[src/sv/ppts_pkg.sv]
// Shared types and constants for the preemptive priority task scheduler.
package ppts_pkg;

    // Default sizing of the scheduler storage
    localparam int QUEUE_DEPTH_DEF = 3;
    localparam int STACK_DEPTH_DEF = 9;
    localparam int ID_WIDTH_DEF    = 8;

    // Fixed layout of the request and result fields
    localparam int NUM_LEVELS  = 3;
    localparam int PRIO_W      = 2;
    localparam int PAY_ID_W    = 8;
    localparam int STATUS_W    = 3;

    // Request modes
    localparam logic MODE_ARRIVAL  = 1'b0;
    localparam logic MODE_COMPLETE = 1'b1;

    // Lowest priority level
    localparam logic [PRIO_W-1:0] PRIO_LOWEST = 2'd2;

    // Result status codes
    localparam logic [STATUS_W-1:0] ST_ADDED      = 3'd0;
    localparam logic [STATUS_W-1:0] ST_QUEUE_FULL = 3'd1;
    localparam logic [STATUS_W-1:0] ST_REJECTED   = 3'd2;
    localparam logic [STATUS_W-1:0] ST_DONE       = 3'd3;
    localparam logic [STATUS_W-1:0] ST_IDLE_DONE  = 3'd4;

    // Incoming request
    typedef struct packed {
        logic                mode;
        logic [PRIO_W-1:0]   arrival_priority;
        logic [PAY_ID_W-1:0] arrival_task_id;
    } t_req;

    // Outgoing result
    typedef struct packed {
        logic [STATUS_W-1:0] status;
        logic                preempted;
        logic                running_valid;
        logic [PAY_ID_W-1:0] running_task_id;
        logic [PRIO_W-1:0]   running_priority;
        logic                running_from_stack;
    } t_rsp;

endpackage

[src/sv/preemptive_priority_task_scheduler.sv]
// Top level of the preemptive priority task scheduler: queues, preemption stack, run slot.
//
// One request (task arrival or completion of the running task) is taken per clock cycle and
// its result appears in the result register on the next edge; a request is taken whenever the
// result register is empty or its result is taken in the same cycle. Each of the three
// priority queues and the preemption stack sits in a small memory with registered read: the
// head of every queue and the stack top are prefetched, with write-through when
// the entry being fetched is written in the same cycle, so a request never waits on a memory.
// No clearing pass follows reset; the block takes requests as soon as reset is released.
// An arrival is rejected once queues and stack together hold 3*QUEUE_DEPTH tasks.
module preemptive_priority_task_scheduler #(
    parameter int QUEUE_DEPTH = ppts_pkg::QUEUE_DEPTH_DEF,
    parameter int STACK_DEPTH = ppts_pkg::STACK_DEPTH_DEF,
    parameter int ID_WIDTH    = ppts_pkg::ID_WIDTH_DEF
) (
    input  logic           i_clk,
    input  logic           i_rst_n,
    input  logic           i_req_valid,
    output logic           o_req_stall,
    input  ppts_pkg::t_req i_req,
    output logic           o_rsp_valid,
    input  logic           i_rsp_stall,
    output ppts_pkg::t_rsp o_rsp
);

    localparam int NL   = ppts_pkg::NUM_LEVELS;
    localparam int PW   = ppts_pkg::PRIO_W;
    localparam int QIW  = (QUEUE_DEPTH > 1) ? $clog2(QUEUE_DEPTH) : 1;
    localparam int QCW  = $clog2(QUEUE_DEPTH + 1);
    localparam int QSW  = QCW + 1;
    localparam int SIW  = (STACK_DEPTH > 1) ? $clog2(STACK_DEPTH) : 1;
    localparam int SCW  = $clog2(STACK_DEPTH + 1);
    localparam int TW   = $clog2(NL * QUEUE_DEPTH + STACK_DEPTH + 1);
    localparam int CAP  = NL * QUEUE_DEPTH;
    localparam int SEW  = PW + ID_WIDTH;

    // Queue state
    logic [QIW-1:0]      r_qhead [NL];
    logic [QIW-1:0]      n_qhead [NL];
    logic [QCW-1:0]      r_qcnt  [NL];
    logic [QCW-1:0]      n_qcnt  [NL];
    logic [ID_WIDTH-1:0] r_qrd   [NL];
    logic [QIW-1:0]      w_qtail [NL];
    logic [QIW-1:0]      w_qinc  [NL];
    logic [NL-1:0]       w_qwe;

    // Stack state
    logic [SCW-1:0]      r_stk_cnt;
    logic [SCW-1:0]      n_stk_cnt;
    logic [SEW-1:0]      r_stk_rd;
    logic                w_swe;
    logic [SIW-1:0]      w_swaddr;
    logic [SEW-1:0]      w_swdata;
    logic [SCW-1:0]      w_scnt_eff;
    logic [SIW-1:0]      w_srd_addr;

    // Run slot
    logic [ID_WIDTH-1:0] r_run_id;
    logic [ID_WIDTH-1:0] n_run_id;
    logic [PW-1:0]       r_run_prio;
    logic [PW-1:0]       n_run_prio;
    logic                r_busy;
    logic                n_busy;
    logic                r_flag;
    logic                n_flag;

    // Request side
    logic                w_acc;
    logic [ID_WIDTH-1:0] w_id;
    logic [PW-1:0]       w_prio;
    logic [TW-1:0]       w_total;
    logic [ppts_pkg::STATUS_W-1:0] w_status;
    logic                w_preempted;

    // Result register
    logic                r_rsp_valid;
    ppts_pkg::t_rsp      r_rsp;
    logic [ppts_pkg::PAY_ID_W-1:0] w_run_id_out;

    // Take a request when the result register is free or drains this cycle
    assign o_req_stall = r_rsp_valid & i_rsp_stall;
    assign w_acc       = i_req_valid & ~o_req_stall;

    // Fit the request id to the stored id width, and the next run id back to the result field
    generate
        if (ID_WIDTH >= ppts_pkg::PAY_ID_W) begin : g_id_wide
            assign w_id         = ID_WIDTH'(i_req.arrival_task_id);
            assign w_run_id_out = n_run_id[ppts_pkg::PAY_ID_W-1:0];
        end else begin : g_id_narrow
            assign w_id         = i_req.arrival_task_id[ID_WIDTH-1:0];
            assign w_run_id_out = ppts_pkg::PAY_ID_W'(n_run_id);
        end
    endgenerate

    // Fold an out-of-range priority onto the lowest level
    assign w_prio = (i_req.arrival_priority > ppts_pkg::PRIO_LOWEST) ?
                    ppts_pkg::PRIO_LOWEST : i_req.arrival_priority;

    // Count all stored tasks
    assign w_total = TW'(r_qcnt[0]) + TW'(r_qcnt[1]) + TW'(r_qcnt[2]) + TW'(r_stk_cnt);

    // Tail position and head advance per queue
    always_comb begin
        logic [QSW-1:0] sum;
        for (int l = 0; l < NL; l++) begin
            sum = QSW'(r_qhead[l]) + QSW'(r_qcnt[l]);
            if (sum >= QSW'(QUEUE_DEPTH)) begin
                sum = sum - QSW'(QUEUE_DEPTH);
            end
            w_qtail[l] = sum[QIW-1:0];
            w_qinc[l]  = (r_qhead[l] == QIW'(QUEUE_DEPTH - 1)) ? '0 : r_qhead[l] + 1'b1;
        end
    end

    // Work out the next state and the result for one request
    always_comb begin
        logic [QCW-1:0]      cnt_after;
        logic [ID_WIDTH-1:0] head_val;
        logic                found;
        logic [PW-1:0]       lvl;

        n_qhead     = r_qhead;
        n_qcnt      = r_qcnt;
        w_qwe       = '0;
        n_stk_cnt   = r_stk_cnt;
        w_swe       = 1'b0;
        w_swaddr    = r_stk_cnt[SIW-1:0];
        w_swdata    = {r_run_prio, r_run_id};
        n_run_id    = r_run_id;
        n_run_prio  = r_run_prio;
        n_busy      = r_busy;
        n_flag      = r_flag;
        w_status    = ppts_pkg::ST_ADDED;
        w_preempted = 1'b0;
        cnt_after   = r_qcnt[w_prio];
        head_val    = r_qrd[w_prio];
        found       = 1'b0;
        lvl         = '0;

        if (i_req.mode == ppts_pkg::MODE_ARRIVAL) begin
            if (w_total >= TW'(CAP)) begin
                w_status = ppts_pkg::ST_REJECTED;
            end else begin
                // Append to own queue unless full
                if (r_qcnt[w_prio] < QCW'(QUEUE_DEPTH)) begin
                    w_qwe[w_prio] = 1'b1;
                    cnt_after     = r_qcnt[w_prio] + 1'b1;
                    w_status      = ppts_pkg::ST_ADDED;
                end else begin
                    w_status      = ppts_pkg::ST_QUEUE_FULL;
                end
                n_qcnt[w_prio] = cnt_after;
                if (r_qcnt[w_prio] == '0) begin
                    head_val = w_id;
                end
                // Preempt an idle slot or a lower-priority task
                if (!r_flag && cnt_after != '0) begin
                    if (!r_busy) begin
                        n_qhead[w_prio] = w_qinc[w_prio];
                        n_qcnt[w_prio]  = cnt_after - 1'b1;
                        n_run_id        = head_val;
                        n_run_prio      = w_prio;
                        n_busy          = 1'b1;
                    end else if (r_run_prio > w_prio && r_stk_cnt < SCW'(STACK_DEPTH)) begin
                        w_swe           = 1'b1;
                        n_stk_cnt       = r_stk_cnt + 1'b1;
                        w_preempted     = 1'b1;
                        n_qhead[w_prio] = w_qinc[w_prio];
                        n_qcnt[w_prio]  = cnt_after - 1'b1;
                        n_run_id        = head_val;
                        n_run_prio      = w_prio;
                    end
                end
            end
        end else if (!r_busy) begin
            w_status = ppts_pkg::ST_IDLE_DONE;
        end else begin
            w_status = ppts_pkg::ST_DONE;
            // Pick the nonempty queue with the highest priority (lowest level number)
            for (int l = NL - 1; l >= 0; l--) begin
                if (r_qcnt[l] != '0) begin
                    found = 1'b1;
                    lvl   = PW'(l);
                end
            end
            if (found) begin
                n_qhead[lvl] = w_qinc[lvl];
                n_qcnt[lvl]  = r_qcnt[lvl] - 1'b1;
                n_run_id     = r_qrd[lvl];
                n_run_prio   = lvl;
            end else if (r_stk_cnt != '0) begin
                n_stk_cnt    = r_stk_cnt - 1'b1;
                n_run_prio   = r_stk_rd[SEW-1:ID_WIDTH];
                n_run_id     = r_stk_rd[ID_WIDTH-1:0];
                n_flag       = 1'b1;
            end else begin
                n_busy       = 1'b0;
                n_run_id     = '0;
                n_run_prio   = '0;
                n_flag       = 1'b0;
            end
        end
    end

    // Queue memories with the head prefetched into a read register
    generate
        for (genvar g = 0; g < NL; g++) begin : g_queue
            logic [ID_WIDTH-1:0] r_mem [QUEUE_DEPTH];
            logic [QIW-1:0]      w_rd_addr;

            assign w_rd_addr = w_acc ? n_qhead[g] : r_qhead[g];

            always_ff @(posedge i_clk) begin
                if (w_acc && w_qwe[g]) begin
                    r_mem[w_qtail[g]] <= w_id;
                end
                if (w_acc && w_qwe[g] && w_qtail[g] == w_rd_addr) begin
                    r_qrd[g] <= w_id;
                end else begin
                    r_qrd[g] <= r_mem[w_rd_addr];
                end
            end
        end
    endgenerate

    // Stack memory with the top prefetched into a read register
    logic [SEW-1:0] r_stk_mem [STACK_DEPTH];

    assign w_scnt_eff = w_acc ? n_stk_cnt : r_stk_cnt;
    assign w_srd_addr = (w_scnt_eff == '0) ? '0 : SIW'(w_scnt_eff - 1'b1);

    always_ff @(posedge i_clk) begin
        if (w_acc && w_swe) begin
            r_stk_mem[w_swaddr] <= w_swdata;
        end
        if (w_acc && w_swe && w_swaddr == w_srd_addr) begin
            r_stk_rd <= w_swdata;
        end else begin
            r_stk_rd <= r_stk_mem[w_srd_addr];
        end
    end

    // Commit state on an accepted request
    always_ff @(posedge i_clk) begin
        if (!i_rst_n) begin
            for (int l = 0; l < NL; l++) begin
                r_qhead[l] <= '0;
                r_qcnt[l]  <= '0;
            end
            r_stk_cnt  <= '0;
            r_run_id   <= '0;
            r_run_prio <= '0;
            r_busy     <= 1'b0;
            r_flag     <= 1'b0;
        end else if (w_acc) begin
            r_qhead    <= n_qhead;
            r_qcnt     <= n_qcnt;
            r_stk_cnt  <= n_stk_cnt;
            r_run_id   <= n_run_id;
            r_run_prio <= n_run_prio;
            r_busy     <= n_busy;
            r_flag     <= n_flag;
        end
    end

    // Hold the result until taken
    always_ff @(posedge i_clk) begin
        if (!i_rst_n) begin
            r_rsp_valid <= 1'b0;
        end else if (w_acc) begin
            r_rsp_valid <= 1'b1;
        end else if (!i_rsp_stall) begin
            r_rsp_valid <= 1'b0;
        end
    end

    // Load the result fields, reading the run slot as it will stand after the request
    always_ff @(posedge i_clk) begin
        if (w_acc) begin
            r_rsp.status             <= w_status;
            r_rsp.preempted          <= w_preempted;
            r_rsp.running_valid      <= n_busy;
            r_rsp.running_priority   <= n_run_prio;
            r_rsp.running_from_stack <= n_flag;
            r_rsp.running_task_id    <= w_run_id_out;
        end
    end

    assign o_rsp_valid = r_rsp_valid;
    assign o_rsp       = r_rsp;

endmodule

[config.mk]
export PLATFORM = sky130hd
export DESIGN_NAME = preemptive_priority_task_scheduler
export DESIGN_NICKNAME = d
export VERILOG_FILES = /design/src/sv/ppts_pkg.sv /design/src/sv/preemptive_priority_task_scheduler.sv
export SDC_FILE = /design/constraint.sdc
export NUM_CORES = 1
export LEC_CHECK = 0
export ABC_CLOCK_PERIOD_IN_PS = 4800
export BUFFER_PORTS_ARGS = -buffer_cell sky130_fd_sc_hd__buf_2
export CORE_MARGIN = 4
export CORE_UTILIZATION = 50
export CTS_CLUSTER_SIZE = 14
export DETAILED_ROUTE_END_ITERATION = 12
export PLACE_DENSITY = 0.66
export REMOVE_ABC_BUFFERS = 1
export SYNTH_ARGS = -nofsm -noshare
export SYNTH_HDL_FRONTEND = slang
export SYNTH_SLANG_ARGS = --single-unit
[constraint.sdc]
create_clock -name i_clk -period 4.8 [get_ports i_clk]
set_input_delay 0 -clock i_clk [delete_from_list [all_inputs] [get_ports i_clk]]
set_output_delay 0 -clock i_clk [all_outputs]
set_load 0.02 [all_outputs]
# == Word level (Yosys, flattened, before mapping) ==
# Memories as Yosys holds them, arrays and structs flattened. A register that Yosys moved wholly into a read port is not among the register bits.
# Cells that the tools add are included.
# word_totals
reg_bits,45
ram_bits,186
out_inout_bits,18
n_memories,5
# op_classes
addsub,18
n_lt_le_gt_ge,14
n_eq_ne,10
mux,130
bitwise,8
reduce_logical,21
# mem_list
memory,words,width,rd,rd_ports_with_merged_regs,wr,line_no,rtl
r_stk_mem,9,10,1,1,1,preemptive_priority_task_scheduler.sv:227,logic [SEW-1:0] r_stk_mem [STACK_DEPTH];
g_queue[0].r_mem,3,8,1,0,1,preemptive_priority_task_scheduler.sv:208,logic [ID_WIDTH-1:0] r_mem [QUEUE_DEPTH];
g_queue[1].r_mem,3,8,1,0,1,preemptive_priority_task_scheduler.sv:208,
g_queue[2].r_mem,3,8,1,0,1,preemptive_priority_task_scheduler.sv:208,
r_qrd,3,8,2,0,3,preemptive_priority_task_scheduler.sv:42,logic [ID_WIDTH-1:0] r_qrd [NL];
# ops
op,count
8-bit 2-to-1 mux,12
6-bit 2-to-1 mux,14
2-bit 2-to-1 mux,37
1-bit 2-to-1 mux,40
4-bit 2-to-1 mux,10
6-bit bitwise mux,5
2-bit binary-select mux with 2-bit select,4
3-bit 2-to-1 mux,5
2-bit by 2-bit adder with 3-bit output,4
1-bit logical AND,12
3-bit by 2-bit greater-or-equal comparator with 1-bit output (second input constant),3
2-bit by 1-bit adder with 2-bit output (second input constant),4
2-bit demux with 2-bit select,2
2-bit nonzero test,4
4-bit by 1-bit subtractor with 4-bit output (second input constant),2
2-bit == test,3
2-bit == test (second input constant),3
3-bit greater-or-equal comparator (second input constant),2
3-bit by 1-bit < comparator with 1-bit output (second input constant),2
2-bit by 1-bit != test with 1-bit output (second input constant),3
2-bit NOT with 3-bit output,2
2-bit subtractor (second input constant),3
4-bit by 4-bit adder with 5-bit output,1
5-bit by 4-bit greater-or-equal comparator with 1-bit output (second input constant),1
19 further kinds,23

# == Logic depth before layout (Yosys ltp) ==
# depth
word_depth,21
ltp_mapped,17
mapped_depth_nobuf,15

# == Least setup slack after synthesis ==
# No wires, ideal clock.
# synth_timing
path_type,reg2reg
start,reg r_qcnt[5] (netlist name)
end,mem r_qrd[0][0] (netlist name)
setup_time_ns,0.072
arrival_ns,4.323
slack_ns,0.405
stages_incl_launch_ff,16
path_buffers,2
period_less_slack_ns,4.395
cell_sequence,dfxtp_1 -> clkbuf_1 -> inv_1 -> fa_1 -> fa_1 -> inv_1 -> ha_1 -> fa_1 -> nor3_1 -> o211ai_1 -> o41ai_2 -> mux2_2 -> buf_4 -> xor2_2 -> nor3_4 -> mux2i_1
# synth_rtl
item,line_no,rtl
"start, declared",preemptive_priority_task_scheduler.sv:40,logic [QCW-1:0] r_qcnt [NL];
"start signal, assigned",preemptive_priority_task_scheduler.sv:257,r_qcnt <= n_qcnt;
"end, declared",preemptive_priority_task_scheduler.sv:42,

==> results.py <==
metrics = {
    "run_status": {
        "status": "finished clean",
    },
    "power_and_ir_drop": {
        "p_comb_share_pct": 12.3,
        "power_per_cell_area_nw_per_um2": 384,
        "ir_drop_v": 0.000325,
        "p_seq_share_pct": 48.7,
        "power_switching_share_pct": 25.1,
        "totalPowerFinal_mw": 4.82,
        "power.static_leakage_nw": 4.66,
        "p_int_mw": 3.61,
        "clockPowerShare_pct": 38.9,
        "switchingPower_mw": 1.21,
    },
    "timing": {
        "fin_worst_skew_ps": 12.4,
        "period_needed_ps": 4560,
        "hold_violations": 0,
        "fin_crit_sh_pct": 94.9,
        "rsz0062_at_grt": "no",
        "fin_ws_ps": 245,
        "tns_ps": 0,
        "slew_headroom_pct": 36.6,
        "report.final.slew_viol_count": 0,
        "tightest_slew_ps": 950,
        "max_freq_mhz": 220,
        "finalSetupViolCount": 0,
        "hold_ws_ps": 41.9,
    },
    "finish": {
        "nFillCells": 1759,
        "multi_input_area_um2": 4240,
        "final_util_pct": 57.7,
        "num_antenna_cells": 0,
        "area_growth_pct": 13.6,
        "drive_gt1_share_pct": 17.7,
        "instances_no_fill": 1202,
        "design_area_um2": 12500,
        "nets": 945,
        "seq_area_um2": 6490,
    },
    "critical_path": {
        "startpoint_type": "flop",
        "cpMostUsedCell": "fa_1",
        "required_ps": 5180,
        "crit_buf_inv": 3,
        "worstSetupPathType": "flop to flop",
        "end_kind": "flop",
        "slowest_delay_ps": 520,
        "worstPathCellList": "inv_1, fa_1, fa_1, inv_1, ha_1, fa_1, nor3_1, o211a_2, o211a_4, mux2i_1, a211oi_4, buf_12, xnor2_1, o2111ai_4, mux2i_1",
        "crit_arrival_ps": 4940,
        "cp_top_family": "adder cells",
        "cp_slowest_cell": "fa_1",
        "cp_max_fo": 10,
    },
    "yosys": {
        "yosys-top-cells-count": "178 x edfxtp_1, 109 x mux2i_1, 75 x nor2_1",
        "synth.avg_cell_area_um2": 13.1,
        "yosysUniqueCellTypes": 65,
        "yosysTopAreaCell": "edfxtp_1",
        "yosysMostFrequentCell": "edfxtp_1",
        "yosysWarnings": 0,
        "synth.top_cell.area_share_pct": 48.4,
        "synth-seq-cells": 235,
        "synth_cells": 846,
        "yosysSeqAreaShare_pct": 58.7,
        "async_reset_ff_share_pct": 0,
        "synth_area_um2": 11000,
        "ys_top_cells_by_area": "edfxtp_1 48%, dfxtp_1 10%, mux2i_1 9.9%, mux4_2 4.1%, nor2_1 2.5%",
        "ys.flop_type": "edfxtp_1",
        "synth_edf_count": 178,
    },
    "routing": {
        "wl_um": 25500,
        "drt_pass1_iterations": 5,
        "drc": 0,
        "ant_nets": 0,
        "via_per_inst": 5.84,
        "wl_per_cell_um": 21.2,
        "vias": 7014,
        "drt_iter0_markers": 557,
    },
    "global_routing": {
        "grt_max_degree": 38,
        "grt_pass1_wl_um": 40600,
        "grt_pass1_vias": 7204,
        "overflow": 0,
        "antenna_found_initial": 0,
        "grt_usage_pct": 21.2,
    },
    "placed_design": {
        "hpwl_um": 18000,
        "numPortBuffers": 32,
        "gp_congestion": 1.01,
        "dpl_cell_area_um2": 11600,
        "post-place-cells": 1145,
        "dpl_worst_slack_ps": 197,
    },
    "clock_network": {
        "cts_buffer_depth": 3,
        "cts_made_buffers": 25,
        "cts_root_buf": "clkbuf_16",
        "ctsHtreeMaxLevel": 1,
        "cts_tree": "built",
        "cts.clk_slew.worst_paths_ps": 70,
        "worstSkewPairLatency_ps": 520,
        "cts_sinks": 235,
    },
    "floorplanning": {
        "io_pins": 33,
        "die_h_um": 157,
        "placement_rows": 54,
        "core-area_um2": 21800,
        "initial_core_util_pct": 50.8,
        "die_area_um2": 24500,
        "dieWidth_um": 157,
    },
    "job": {
        "cap_violations": 0,
    },
    "hold_path": {
        "hp-class": "input port to flop",
    },
}
[power groups by stage]
stage                     Sequential (mW)  Combinational (mW)  Clock [mW]
after floorplan                      2.38               0.377           0
after global placement               2.39               0.563           0
after detailed placement             2.39               0.580           0
after CTS                            2.35               0.590        1.91
after global routing                 2.36               0.650        2.01
final                                2.35               0.595        1.88
[area by class of cell]
cell class / instances / area share (%)
Tap cell: 280 / 2.79
Clock inverter: 16 / 1.14
Timing Repair Buffer: 74 / 4.21
Sequential cell: 235 / 51.7
Clock buffer: 29 / 5.27
Inverter: 35 / 1.05
Multi-Input combinational cell: 533 / 33.8
[path summary, 6_finish.rpt]
path             start          end  slack (ps)  depth (start not counted)
min reg2reg     r_flag       r_flag         510                          2
max reg2reg  r_qcnt[1]  r_qrd[1][3]         240                         15
max          r_qcnt[1]  r_qrd[1][3]         240                         15
min          i_req[10]    r_qcnt[2]          40                          3
[cell families after synthesis]
kind of cell,count (synthesis),share of synthesized area (%)
multiplexers,149,16.0
buffers and inverters,78,3.00
adder cells (fa/ha/maj),26,3.42
flip-flops,235,58.7
AO/OA/AOI/OAI,146,9.44
XOR/XNOR,10,0.861
AND/OR/NAND/NOR,202,8.55
[repair_timing]
action                     CTS  global route
setup endpoints to repair    0           110
buffers inserted             0             1
hold endpoints to repair   109             0
hold buffers                11             0
gates resized for setup      0             4
[registers in the layout (all words and copies together), names as in the netlist, named ones only]
signal / count
r_stk_cnt: 4
o_rsp: 16
r_run_prio: 2
r_stk_mem: 90
r_busy: 1
r_run_id: 8
r_flag: 1
r_qhead: 6
r_qrd: 24
g_queue.r_mem: 72
r_qcnt: 6
o_rsp_valid: 1
[worst min-delay path, delay by kind of cell]
kind,cells,cell delay [ps]
simple gates,1,170
buf+inv,1,260
compound gates,1,90
[routing by layer]
layer	track usage [%]	part of all wire [%]
met1	28.5	42
met2	36.5	50
met3	2.68	4.8
met4	5.87	2.6
met5	0	0
[cells in the final DEF (no fill, tap or decap), types with 5 or more instances in the layout]
cell           Yosys  routed
edfxtp_1         178     178
mux2i_1          109     109
nor2_1            75      75
dfxtp_1           57      56
nand2_1           46      46
o21ai_0           39      39
inv_1             34      34
a21oi_1           32      32
buf_2              7      32
buf_4              2      29
clkbuf_16          0      25
mux4_2            20      20
nand3_1           19      19
mux2_2            20      19
ha_1              19      19
nor3_1            14      13
nor2b_1           11      11
dlygate4sd3_1      0      11
and2_1             9       9
xnor2_1            8       8
o221ai_1           8       8
a221o_1            8       8
a22o_1             8       8
a21o_1             8       8
and3_1             7       7
fa_1               7       7
o211ai_1           5       5
Note: power is estimated with default switching activity, not from simulation.
